`src/rtl/assert_macros.svh`:
```
// Assertion macros used by the console writer back end.
`ifndef ASSERT_MACROS_SVH
`define ASSERT_MACROS_SVH

// Property that must hold at every clock edge outside reset.
`define CTW_ASSERT(lbl, prop, msg) \
   lbl: assert property (@(posedge clock) disable iff (reset) (prop)) else $error(msg);

// Condition in one cycle implies a condition in the next.
`define CTW_ASSERT_NEXT(lbl, ante, cons, msg) \
   lbl: assert property (@(posedge clock) disable iff (reset) (ante) |=> (cons)) else $error(msg);

`endif

```
`src/rtl/ctw_pkg.sv`:
```
// Types and constants for the text console cursor writer.
`timescale 1ns / 1ps
`default_nettype none
package ctw_pkg;

   localparam int OP_W        = 2;
   localparam int CHAR_W      = 8;
   localparam int POS_IN_W    = 8;
   localparam int CELL_ADDR_W = 11;
   localparam int CELL_DATA_W = 16;
   localparam int CUR_COL_W   = 7;
   localparam int CUR_ROW_W   = 5;
   localparam int COLOR_W     = 4;
   localparam int CSR_INDEX_W = 1;

   localparam logic [OP_W-1:0] OP_PUT_CHAR   = 2'd0;
   localparam logic [OP_W-1:0] OP_BACKSPACE  = 2'd1;
   localparam logic [OP_W-1:0] OP_CLEAR      = 2'd2;
   localparam logic [OP_W-1:0] OP_SET_CURSOR = 2'd3;

   localparam logic [CSR_INDEX_W-1:0] CSR_FG_COLOR = 1'd0;
   localparam logic [CSR_INDEX_W-1:0] CSR_BG_COLOR = 1'd1;

   localparam logic [COLOR_W-1:0] FG_RESET = 4'd10;
   localparam logic [COLOR_W-1:0] BG_RESET = 4'd0;

   localparam logic [CHAR_W-1:0] CH_TAB     = 8'd9;
   localparam logic [CHAR_W-1:0] CH_NEWLINE = 8'd10;
   localparam logic [CHAR_W-1:0] CH_RETURN  = 8'd13;
   localparam logic [CHAR_W-1:0] CH_SPACE   = 8'd32;

   // Classified command, as the front hands it over.
   typedef enum logic [2:0] {
      CMD_PUT,
      CMD_NEWLINE,
      CMD_RETURN,
      CMD_TAB,
      CMD_BACKSPACE,
      CMD_CLEAR,
      CMD_SET_CURSOR,
      CMD_SKIP
   } cmd_kind_type;

   typedef struct packed {
      cmd_kind_type          kind;
      logic [CHAR_W-1:0]     char_code;
      logic [POS_IN_W-1:0]   new_col;
      logic [POS_IN_W-1:0]   new_row;
   } cmd_type;

   typedef struct packed {
      logic                   cell_written;
      logic [CELL_ADDR_W-1:0] cell_address;
      logic [CELL_DATA_W-1:0] cell_data;
      logic [CUR_COL_W-1:0]   cursor_col;
      logic [CUR_ROW_W-1:0]   cursor_row;
   } rsp_type;

endpackage
`default_nettype wire

```
`src/rtl/text_console_cursor_writer.sv`:
```
// Top level of the text console cursor writer.
//
//  channel | dir | handshake               | payload
//  req     | in  | req_tvalid / req_tready | tuser op, tdata char/col/row
//  rsp     | out | rsp_tvalid / rsp_tready | tuser cell_written, tdata cell/cursor
//  csr     | in  | csr_valid / csr_ready   | csr_index, csr_data (colours)
//
// One request per cycle sustained while results are taken; a result passes the command
// queue register, then the result register, and is held until rsp_tready accepts it.
// The cursor register in the back end loops through the cursor update logic.
// Reset clears cursor, queue and result valid; colours return to their defaults.
// A stalled result holds the back end; the queue absorbs two requests meanwhile.
`timescale 1ns / 1ps
`default_nettype none
module text_console_cursor_writer #(
   parameter int TEXT_COLS = 80,
   parameter int TEXT_ROWS = 25,
   parameter int TAB_STEP  = 4
) (
   input  wire logic                               clock,
   input  wire logic                               reset,
   input  wire logic                               req_tvalid,
   output logic                                    req_tready,
   input  wire logic [23:0]                        req_tdata,  // char_code, new_col, new_row
   input  wire logic [ctw_pkg::OP_W-1:0]           req_tuser,  // op
   output logic                                    rsp_tvalid,
   input  wire logic                               rsp_tready,
   output logic [39:0]                             rsp_tdata,  // cell_address, cell_data,
                                                               // cursor_col, cursor_row, pad
   output logic                                    rsp_tuser,  // cell_written
   input  wire logic                               csr_valid,
   output logic                                    csr_ready,
   input  wire logic [ctw_pkg::CSR_INDEX_W-1:0]    csr_index,
   input  wire logic [ctw_pkg::COLOR_W-1:0]        csr_data
);
   import ctw_pkg::*;

   logic [COLOR_W-1:0] fg_ff, fg_in;
   logic [COLOR_W-1:0] bg_ff, bg_in;
   cmd_type            front_cmd;
   cmd_type            queue_cmd;
   logic               queue_valid;
   logic               back_ready;
   rsp_type            rsp;

   assign csr_ready = 1'b1;

   always_comb begin
      fg_in = fg_ff;
      bg_in = bg_ff;
      if (csr_valid) begin
         case (csr_index)
            CSR_FG_COLOR: fg_in = csr_data;
            CSR_BG_COLOR: bg_in = csr_data;
            default: ;
         endcase
      end
   end

   always_ff @(posedge clock) begin
      if (reset) begin
         fg_ff <= FG_RESET;
         bg_ff <= BG_RESET;
      end else begin
         fg_ff <= fg_in;
         bg_ff <= bg_in;
      end
   end

   ctw_front #(
      .TEXT_COLS (TEXT_COLS),
      .TEXT_ROWS (TEXT_ROWS)
   ) u_front (
      .op        (req_tuser),
      .char_code (req_tdata[7:0]),
      .new_col   (req_tdata[15:8]),
      .new_row   (req_tdata[23:16]),
      .cmd       (front_cmd)
   );

   ctw_queue u_queue (
      .clock      (clock),
      .reset      (reset),
      .push_valid (req_tvalid),
      .push_ready (req_tready),
      .push_cmd   (front_cmd),
      .pop_valid  (queue_valid),
      .pop_ready  (back_ready),
      .pop_cmd    (queue_cmd)
   );

   ctw_back #(
      .TEXT_COLS (TEXT_COLS),
      .TEXT_ROWS (TEXT_ROWS),
      .TAB_STEP  (TAB_STEP)
   ) u_back (
      .clock     (clock),
      .reset     (reset),
      .cmd_valid (queue_valid),
      .cmd_ready (back_ready),
      .cmd       (queue_cmd),
      .attr      ({bg_ff, fg_ff}),
      .rsp_valid (rsp_tvalid),
      .rsp_ready (rsp_tready),
      .rsp       (rsp)
   );

   assign rsp_tuser = rsp.cell_written;
   assign rsp_tdata = {1'b0, rsp.cursor_row, rsp.cursor_col, rsp.cell_data, rsp.cell_address};

endmodule
`default_nettype wire

```
`src/rtl/ctw_front.sv`:
```
// Front end: decodes an incoming request into a console command.
`timescale 1ns / 1ps
`default_nettype none
module ctw_front #(
   parameter int TEXT_COLS = 80,
   parameter int TEXT_ROWS = 25
) (
   input  wire logic [ctw_pkg::OP_W-1:0]     op,
   input  wire logic [ctw_pkg::CHAR_W-1:0]   char_code,
   input  wire logic [ctw_pkg::POS_IN_W-1:0] new_col,
   input  wire logic [ctw_pkg::POS_IN_W-1:0] new_row,
   output ctw_pkg::cmd_type                  cmd
);
   import ctw_pkg::*;

   // limits fit in 9 bits for every legal geometry
   localparam logic [POS_IN_W:0] COLS_LIM = (POS_IN_W+1)'(TEXT_COLS);
   localparam logic [POS_IN_W:0] ROWS_LIM = (POS_IN_W+1)'(TEXT_ROWS);

   logic pos_ok;

   assign pos_ok = ({1'b0, new_col} < COLS_LIM) && ({1'b0, new_row} < ROWS_LIM);

   always_comb begin
      cmd.char_code = char_code;
      cmd.new_col   = new_col;
      cmd.new_row   = new_row;
      case (op)
         OP_PUT_CHAR: begin
            case (char_code)
               CH_NEWLINE: cmd.kind = CMD_NEWLINE;
               CH_RETURN:  cmd.kind = CMD_RETURN;
               CH_TAB:     cmd.kind = CMD_TAB;
               default:    cmd.kind = CMD_PUT;
            endcase
         end
         OP_BACKSPACE: cmd.kind = CMD_BACKSPACE;
         OP_CLEAR:     cmd.kind = CMD_CLEAR;
         OP_SET_CURSOR: cmd.kind = pos_ok ? CMD_SET_CURSOR : CMD_SKIP;
         default:      cmd.kind = CMD_SKIP;
      endcase
   end

endmodule
`default_nettype wire

```
`src/rtl/ctw_queue.sv`:
```
// Two-entry command queue between front and back.
`timescale 1ns / 1ps
`default_nettype none
module ctw_queue (
   input  wire logic       clock,
   input  wire logic       reset,
   input  wire logic       push_valid,
   output logic            push_ready,
   input  wire ctw_pkg::cmd_type push_cmd,
   output logic            pop_valid,
   input  wire logic       pop_ready,
   output ctw_pkg::cmd_type pop_cmd
);
   import ctw_pkg::*;

   cmd_type    entry_ff [2];
   logic       wr_ptr_ff, wr_ptr_in;
   logic       rd_ptr_ff, rd_ptr_in;
   logic [1:0] count_ff, count_in;
   logic       push, pop;

   assign push_ready = (count_ff != 2'd2);
   assign pop_valid  = (count_ff != 2'd0);
   assign pop_cmd    = entry_ff[rd_ptr_ff];
   assign push       = push_valid && push_ready;
   assign pop        = pop_valid && pop_ready;

   always_comb begin
      wr_ptr_in = push ? ~wr_ptr_ff : wr_ptr_ff;
      rd_ptr_in = pop ? ~rd_ptr_ff : rd_ptr_ff;
      count_in  = count_ff;
      if (push && !pop) begin
         count_in = count_ff + 2'd1;
      end else if (pop && !push) begin
         count_in = count_ff - 2'd1;
      end
   end

   always_ff @(posedge clock) begin
      if (reset) begin
         wr_ptr_ff <= 1'b0;
         rd_ptr_ff <= 1'b0;
         count_ff  <= 2'd0;
      end else begin
         wr_ptr_ff <= wr_ptr_in;
         rd_ptr_ff <= rd_ptr_in;
         count_ff  <= count_in;
      end
   end

   always_ff @(posedge clock) begin
      if (push) begin
         entry_ff[wr_ptr_ff] <= push_cmd;
      end
   end

endmodule
`default_nettype wire

```
`src/rtl/ctw_back.sv`:
```
// Back end: cursor update, cell word and address, result register.
`timescale 1ns / 1ps
`default_nettype none
module ctw_back #(
   parameter int TEXT_COLS = 80,
   parameter int TEXT_ROWS = 25,
   parameter int TAB_STEP  = 4
) (
   input  wire logic                               clock,
   input  wire logic                               reset,
   input  wire logic                               cmd_valid,
   output logic                                    cmd_ready,
   input  wire ctw_pkg::cmd_type                   cmd,
   input  wire logic [2*ctw_pkg::COLOR_W-1:0]      attr,
   output logic                                    rsp_valid,
   input  wire logic                               rsp_ready,
   output ctw_pkg::rsp_type                        rsp
);
   import ctw_pkg::*;
`include "assert_macros.svh"

   localparam int COL_W  = $clog2(TEXT_COLS);
   localparam int ROW_W  = (TEXT_ROWS > 2) ? $clog2(TEXT_ROWS) : 1;
   localparam int STEP_W = COL_W + 5;
   localparam int AW     = (ROW_W + COL_W > CELL_ADDR_W) ? ROW_W + COL_W : CELL_ADDR_W;
   localparam logic [COL_W:0]    COLS_LIM  = (COL_W+1)'(TEXT_COLS);
   localparam logic [ROW_W:0]    ROWS_LIM  = (ROW_W+1)'(TEXT_ROWS);
   localparam logic [STEP_W-1:0] COLS_STEP = STEP_W'(TEXT_COLS);
   localparam logic [COL_W-1:0]  LAST_COL  = COL_W'(TEXT_COLS - 1);
   localparam logic [AW-1:0]     COLS_AW   = AW'(TEXT_COLS);

   logic [COL_W-1:0]  col_ff, col_in;
   logic [ROW_W-1:0]  row_ff, row_in;
   logic              rsp_valid_ff, rsp_valid_in;
   rsp_type           rsp_ff, rsp_in;
   logic              pop;
   logic [STEP_W-1:0] col_sum;
   logic [ROW_W:0]    row_inc;
   logic [ROW_W-1:0]  row_down;
   logic [COL_W-1:0]  wr_col;
   logic [ROW_W-1:0]  wr_row;
   logic [AW-1:0]     addr_calc;
   logic              writes;
   logic [CELL_DATA_W-1:0] word;

   assign cmd_ready = !rsp_valid_ff || rsp_ready;
   assign pop       = cmd_valid && cmd_ready;
   assign rsp_valid = rsp_valid_ff;
   assign rsp       = rsp_ff;

   // next row, wrapping past the bottom to row 0
   assign row_inc  = {1'b0, row_ff} + (ROW_W+1)'(1);
   assign row_down = (row_inc >= ROWS_LIM) ? '0 : row_inc[ROW_W-1:0];

   assign col_sum = STEP_W'(col_ff) +
                    ((cmd.kind == CMD_TAB) ? STEP_W'(TAB_STEP) : STEP_W'(1));

   assign addr_calc = AW'(wr_row) * COLS_AW + AW'(wr_col);

   always_comb begin
      col_in = col_ff;
      row_in = row_ff;
      wr_col = col_ff;
      wr_row = row_ff;
      writes = 1'b0;
      word   = '0;
      case (cmd.kind)
         CMD_PUT, CMD_TAB: begin
            if (cmd.kind == CMD_PUT) begin
               writes = 1'b1;
               word   = {attr, cmd.char_code};
            end
            if (col_sum >= COLS_STEP) begin
               col_in = '0;
               row_in = row_down;
            end else begin
               col_in = col_sum[COL_W-1:0];
            end
         end
         CMD_NEWLINE: begin
            col_in = '0;
            row_in = row_down;
         end
         CMD_RETURN: col_in = '0;
         CMD_BACKSPACE: begin
            if (col_ff != '0) begin
               col_in = col_ff - COL_W'(1);
               writes = 1'b1;
            end else if (row_ff != '0) begin
               col_in = LAST_COL;
               row_in = row_ff - ROW_W'(1);
               writes = 1'b1;
            end
            wr_col = col_in;
            wr_row = row_in;
            if (writes) begin
               word = {attr, CH_SPACE};
            end
         end
         CMD_CLEAR: begin
            col_in = '0;
            row_in = '0;
            word   = {attr, CH_SPACE};
         end
         CMD_SET_CURSOR: begin
            col_in = cmd.new_col[COL_W-1:0];
            row_in = cmd.new_row[ROW_W-1:0];
         end
         default: ;
      endcase

      rsp_in.cell_written = writes;
      rsp_in.cell_address = writes ? addr_calc[CELL_ADDR_W-1:0] : '0;
      rsp_in.cell_data    = word;
      rsp_in.cursor_col   = CUR_COL_W'(col_in);
      rsp_in.cursor_row   = CUR_ROW_W'(row_in);

      if (pop) begin
         rsp_valid_in = 1'b1;
      end else if (rsp_ready) begin
         rsp_valid_in = 1'b0;
      end else begin
         rsp_valid_in = rsp_valid_ff;
      end
   end

   always_ff @(posedge clock) begin
      if (reset) begin
         col_ff       <= '0;
         row_ff       <= '0;
         rsp_valid_ff <= 1'b0;
      end else begin
         rsp_valid_ff <= rsp_valid_in;
         if (pop) begin
            col_ff <= col_in;
            row_ff <= row_in;
         end
      end
   end

   always_ff @(posedge clock) begin
      if (pop) begin
         rsp_ff <= rsp_in;
      end
   end

   `CTW_ASSERT(a_col_range, {1'b0, col_ff} < COLS_LIM, "cursor column out of range")
   `CTW_ASSERT(a_row_range, {1'b0, row_ff} < ROWS_LIM, "cursor row out of range")
   `CTW_ASSERT(a_no_overrun, !pop || !rsp_valid_ff || rsp_ready, "result overwritten")
   `CTW_ASSERT_NEXT(a_clear_home, pop && (cmd.kind == CMD_CLEAR), (col_ff == '0) && (row_ff == '0), "clear left cursor away from home")

endmodule
`default_nettype wire
```
`config.mk`:
```
export PLATFORM = sky130hd
export DESIGN_NAME = text_console_cursor_writer
export DESIGN_NICKNAME = d
export VERILOG_FILES = /design/src/rtl/ctw_pkg.sv /design/src/rtl/text_console_cursor_writer.sv /design/src/rtl/ctw_front.sv /design/src/rtl/ctw_queue.sv /design/src/rtl/ctw_back.sv
export VERILOG_INCLUDE_DIRS = /design/src /design/src/rtl
export SDC_FILE = /design/constraint.sdc
export NUM_CORES = 1
export LEC_CHECK = 0
export ABC_AREA = 1
export BUFFER_PORTS_ARGS = -buffer_cell sky130_fd_sc_hd__buf_2
export CAP_MARGIN = 25
export CORE_MARGIN = 2
export CORE_UTILIZATION = 40
export CTS_BUF_LIST = sky130_fd_sc_hd__clkbuf_8 sky130_fd_sc_hd__clkbuf_16
export DETAILED_ROUTE_END_ITERATION = 8
export GPL_TIMING_DRIVEN = 0
export PLACE_DENSITY_LB_ADDON = 0.25
export SYNTH_ARGS = -nofsm -noshare
export SYNTH_HDL_FRONTEND = slang
export SYNTH_SLANG_ARGS = --single-unit
```
`constraint.sdc`:
```
create_clock -name clock -period 6.8 [get_ports clock]
set_input_delay 0.68 -clock clock [delete_from_list [all_inputs] [get_ports clock]]
set_output_delay 0.68 -clock clock [all_outputs]
set_load 0.01 [all_outputs]
```
# [Yosys cells after proc, flatten, opt, wreduce, memory -nomap -nowiden]
# Memory sizes are Yosys's and may differ from the RTL's. A register that Yosys moved wholly into a read port is not among the register bits.
# Index checks and enable logic that the tools add are counted.
[word_totals] inputBits=36 reg_bits=65 ram_bits=54 mem_count=1
[mem_list] name="u_queue.entry_ff" depth=2 width=27 read_ports=1 rd_clocked_by_memory_dff=1 wr=1 line="ctw_queue.sv:16" rtl="cmd_type entry_ff [2];"
[classes] multipliers=1 addsub=7 n_reduce_logical=20 muxes=31 n_bitwise=3 n_eq_ne=13 n_lt_le_gt_ge=4
[op_table] cell="$pmux 16 s3" n=1
[op_table] cell="$mux 16" n=2
[op_table] cell="$mux 7" n=4
[op_table] cell="$pmux 7 s4" n=1
[op_table] cell="$mux 5" n=5
[op_table] cell="$pmux 5 s5" n=1
[op_table] cell="$eq 8x4->1 const B" n=3
[op_table] cell="$add 7x12->12" n=1
[op_table] cell="$ge 12x7->1 const B" n=1
[op_table] cell="$pmux 3 s4" n=1
[op_table] cell="$add 11x7->11" n=1
[op_table] cell="$mux 1" n=11
[op_table] cell="$eq 3x3->1 const B" n=3
[op_table] cell="$lt 8x5->1 const B" n=1
[op_table] cell="$lt 8x7->1 const B" n=1
[op_table] cell="$mul 5x3->7 const B" n=1
[op_table] cell="$reduce_bool 7->1" n=1
[op_table] cell="$sub 7x1->7 const B" n=1
[op_table] cell="$add 5x1->6 const B" n=1
[op_table] cell="$eq 3x2->1 const B" n=2
[op_table] cell="$ge 6x5->1 const B" n=1
[op_table] cell="$pmux 2 s3" n=1
[op_table] cell="$reduce_bool 2->1" n=3
[op_table] cell="$logic_and 1x1->1" n=5
[op_table] cell="19 further kinds" n=26

# [Logic depth before layout (Yosys ltp)]
[depth] word_depth=6 depth_mapped=21 ltp_nobuf=21

# [Hierarchy]
# A second synthesis with hierarchy kept.
[hier_totals] cells_unflattened=672 area_unflattened_um2=6498.7
[by_module_without_submodules] mod="ctw_back" n_inst=1 seq_area_each_um2=1461.4 area_each_um2=3542.1 cells_each=448
[by_module_without_submodules] mod="ctw_queue" n_inst=1 seq_area_each_um2=1721.7 area_each_um2=2290.9 cells_each=121
[by_module_without_submodules] mod="text_console_cursor_writer" n_inst=1 seq_area_each_um2=160.2 area_each_um2=335.3 cells_each=47
[by_module_without_submodules] mod="ctw_front" n_inst=1 seq_area_each_um2=0.0 area_each_um2=330.3 cells_each=56

# [Worst setup path after synthesis]
# OpenSTA, ideal clock, no wires.
[synth_path] path_kind="reg-to-reg" start="register u_back.row_ff[0]" end="register u_back.rsp_ff (netlist bit u_back.rsp[38]) (data pin)" arrival_time_ps=2933 slack_ps=3599 t_required_ps=6531 stages_incl_launch_ff=18 n_path_buf=0 path_cell_list="dfxtp_1 -> clkinv_1 -> ha_1 -> nand3_1 -> nand2_1 -> inv_1 -> nand2_1 -> nand3_1 -> o21ai_0 -> ha_1 -> ha_1 -> fa_1 -> nand2_1 -> nor2_1 -> nand2_1 -> xor2_1 -> o21ai_0 -> a21oi_1"
[synth_between] elab_chain_len=6 elab_cells_between_ends=14
[synth_rtl] element="start: declaration" line="ctw_back.sv:33" rtl="logic [ROW_W-1:0] row_ff, row_in;"
[synth_rtl] element="start signal: assignment" line="ctw_back.sv:136" rtl="row_ff <= row_in;"
[synth_rtl] element="$sub 5x1->5 / $reduce_bool 5->1 (equally long branches)" line="ctw_back.sv:91, ctw_back.sv:89"
[synth_rtl] element="$mux 5" line="ctw_back.sv:89" rtl="end else if (row_ff != '0) begin"
[synth_rtl] element="$mux 5" line="ctw_back.sv:86" rtl="if (col_ff != '0) begin"
[synth_rtl] element="$mux 5" line="ctw_back.sv:67" rtl="case (cmd.kind)"
[synth_rtl] element="$mul 5x3->7" line="ctw_back.sv:58" rtl="assign addr_calc = AW'(wr_row) * COLS_AW + AW'(wr_col);"
[synth_rtl] element="$add 11x7->11" line="ctw_back.sv:58"
[synth_rtl] element="end signal: assignment" line="ctw_back.sv:143" rtl="rsp_ff <= rsp_in;"
[synth_rtl] element="end: declaration" line="ctw_back.sv:35" rtl="rsp_type rsp_ff, rsp_in;"
# Parallel ways exist; a longest one is shown, timed or not. The select of a mux whose other input is x is not followed.
# A chain may end at the register's enable or synchronous reset.

# [Worst setup path in the final report]
# Ends and elaborated chain as after synthesis.

==> results.json <==
{
  "status": "completed",
  "critical_path.cell_chain": "clkinv_1 > ha_1 > nand3_1 > nand2_1 > inv_1 > nand2_1 > nand3_1 > o21ai_0 > ha_1 > ha_1 > fa_1 > nand2_1 > nor2_1 > nand2_1 > xor2_1 > o21ai_0 > a21oi_1",
  "synth_top_area_share": 0.457,
  "syn_area_sq_mm": 0.00565,
  "clk_latency_ns": 0.36,
  "worst_ir_drop_vdd_v": 0.000170,
  "worst_setup_path_end_kind": "flip-flop",
  "hold_viol": 0,
  "first_pass_iters": 5,
  "area_growth_pct": 16.7,
  "via_per_inst": 4.93,
  "finalCritPeriodShare": 0.545,
  "cts.sinks": 112,
  "synth_common_cells": "140 x nand2_1, 86 x edfxtp_1, 64 x inv_1, 54 x nor2_1, 47 x nand3_1",
  "die_height_microns": 123,
  "rsz0062_at_grt": "false",
  "ys_types": 43,
  "start_kind": "flip-flop",
  "maxCapViolations": 0,
  "crit_top_cell": "nand2_1",
  "fillers": 1320,
  "synth_edf_count": 86,
  "ant_nets": 0,
  "period_needed_ns": 3.70,
  "htreeDepth": 3,
  "drive_above_1_share": 0.203,
  "initial_core_util": 0.409,
  "core_sq_mm": 0.0138,
  "drc": 0,
  "pwr-share-seq": 0.360,
  "syn-num-nets": 670,
  "yosys.area.top_type": "edfxtp_1",
  "clockBufferDepth": 2,
  "finClkSkew_ns": 0.00924,
  "yosysMostFrequentCell": "nand2_1",
  "path_max_fanout": 9,
  "cts_setup_buffers": 0,
  "grt_max_degree": 36,
  "worst_pin_slew_ns": 0.708,
  "ys_warn_count": 0,
  "finalWirelength_mm": 12.8,
  "fp-row-count": 43,
  "internal_power_mw": 1.75,
  "synthCells": 614,
  "finalMaxSlewViolations": 0,
  "setup_violations": 0,
  "synthFlopType": "edfxtp_1",
  "p_clk_frac": 0.166,
  "route.vias.total": 4381,
  "grt_pass1_wl_mm": 20.8,
  "design.portCount": 80,
  "num_antenna_cells": 0,
  "finalNetCount": 760,
  "ys_ff_latch": 112,
  "cts_resized": 0,
  "die_w_microns": 123,
  "arrival_ns": 3.80,
  "cts_root_buf": "clkbuf_16",
  "grt_pass1_vias": 4218,
  "die-area_sq_mm": 0.0151,
  "fmax_mhz": 270,
  "dp_hpwl_mm": 9.74,
  "cts_tree": "done",
  "synth-async-reset-ratio": 0,
  "cp_slowest_cell": "fa_1",
  "tns_ns": 0,
  "critPathKind": "reg -> reg",
  "hold_buffers": 0,
  "place_ws_ns": 3.11,
  "gp_congestion": 0.886,
  "grt_use_total": 0.181,
  "numPortBuffers": 76,
  "grt_overflow": 0,
  "wire_per_inst_microns": 14.4,
  "worstHoldPathType": "reg -> reg",
  "antenna_found_initial": 0,
  "worst_ep_required_time_ns": 6.90,
  "drt_iter0_drc": 265,
  "postSynthAreaPerCell_sq_um": 9.21,
  "power.switching_mw": 1.28,
  "pwr_density_cell_mw_per_mm2": 460,
  "slowest_delay_ns": 0.54,
  "worst_slack_ns": 3.10,
  "path_clk_slew_ns": 0.08,
  "synthTopCellsByArea": "edfxtp_1 46%, nand2_1 9.3%, dfxtp_1 9.2%",
  "swShare": 0.424,
  "ys_seq_area_frac": 0.549,
  "cts_made_buffers": 9,
  "p_leak_nw": 2.90,
  "combPwrFrac": 0.473,
  "timing.slew.headroom": 0.522
}
area by class of cell:
| cell class | instances | area, sq um | share of cell area |
|---|---|---|---|
| well taps | 180 | 225 | 0.0341 |
| inverters | 76 | 285 | 0.0433 |
| flip-flops and latches | 112 | 3100 | 0.470 |
| repair buffers | 79 | 430 | 0.0653 |
| multi-input cells | 409 | 2180 | 0.331 |
| plain buffers | 17 | 88.8 | 0.0135 |
| clock inverters | 7 | 55.1 | 0.00835 |
| clock buffers | 9 | 225 | 0.0341 |
power by group through the flow:
stage / sequential [mW] / clock (mW) / combinational (mW)
global route: 1.11 / 0.538 / 1.63
detailed placement: 1.11 / 0 / 1.43
finish: 1.09 / 0.504 / 1.44
global placement: 1.11 / 0 / 1.38
CTS: 1.10 / 0.520 / 1.44
floorplan: 1.18 / 0 / 0.921
cell usage in the layout, fill, tap and decap left out, drive strengths merged:
| master | n |
|---|---|
| nand2 | 148 |
| buf | 88 |
| edfxtp | 86 |
| inv | 77 |
| nor2 | 62 |
| nand3 | 47 |
| a21oi | 44 |
| o21ai | 34 |
| dfxtp | 26 |
| ha | 18 |
| clkbuf | 17 |
| nand4 | 10 |
| xor2 | 10 |
| or2 | 7 |
| o211ai | 6 |
| clkinv | 5 |
| nor3 | 4 |
| xnor2 | 3 |
| a311oi | 2 |
| o21bai | 2 |
| fa | 2 |
| conb | 2 |
| and2 | 1 |
| nor4 | 1 |
| o311ai | 1 |
| o41ai | 1 |
| o22ai | 1 |
| nand3b | 1 |
| a31oi | 1 |
| a21o | 1 |
| clkinvlp | 1 |
cells by family (layout without fill, tap and decap cells):
group	count (synthesis)	in the layout	share of synthesized area
flops	112	112	0.549
xor+xnor	13	13	0.0201
compound gates	93	93	0.0947
buf+inv	93	188	0.0660
other cells	2	2	0.00133
simple gates	281	281	0.222
fa+ha+maj	20	20	0.0469
through the flow:
step | instances | total power [mW] | util | cell area (sq um) | hold slack, ns
finish | 889 | 3.03 | 0.477 | 6600 | 0.453
global route | 889 | 3.28 | 0.477 | 6600 | 0.471
CTS | 889 | 3.06 | 0.477 | 6600 | 0.458
detailed placement | 873 | 2.54 | 0.457 | 6310 | 0.445
global placement | 870 | 2.50 | 0.453 | 6260 | 0.436
floorplan | 614 | 2.10 | - | 5650 | 0.426
final timing paths:
path / start / cells after the start / to / slack, ns
hold / removal: u_queue.rd_ptr_ff / 1 / u_queue.rd_ptr_ff / 0.45
setup / recovery: u_back.row_ff[0] / 17 / u_back.rsp[38] / 3.10
setup reg to reg: u_back.row_ff[0] / 17 / u_back.rsp[38] / 3.10
hold reg to reg: u_queue.rd_ptr_ff / 1 / u_queue.rd_ptr_ff / 0.45
flip-flops by register name, indices dropped and copies added (netlist names), named ones only:
name	count
u_queue.entry_ff	46
u_back.rsp_valid	1
u_queue.count_ff	2
u_queue.wr_ptr_ff	1
u_back.col_ff	7
bg_ff	4
u_queue.rd_ptr_ff	1
fg_ff	4
u_back.row_ff	5
u_back.rsp	40
worst max-delay path: cells and delay by family, from the launching register on:
family                   cells  cell delay [ns]
AND/OR/NAND/NOR              7             0.57
flip-flops                   1             0.46
XOR/XNOR                     1             0.16
adder cells (fa/ha/maj)      4             1.44
buffers and inverters        2             0.37
AO/OA/AOI/OAI                3             0.42
layer usage:
| metal | GRT usage | wire length, microns | up-vias |
|---|---|---|---|
| met1 | 0.230 | 5670 | 2020 |
| met5 | 0 | 0 | - |
| li1 | - | - | 2239 |
| met2 | 0.301 | 6220 | 107 |
| met4 | 0.0848 | 278 | 0 |
| met3 | 0.0321 | 668 | 15 |
(Power assumes the default switching activity.)
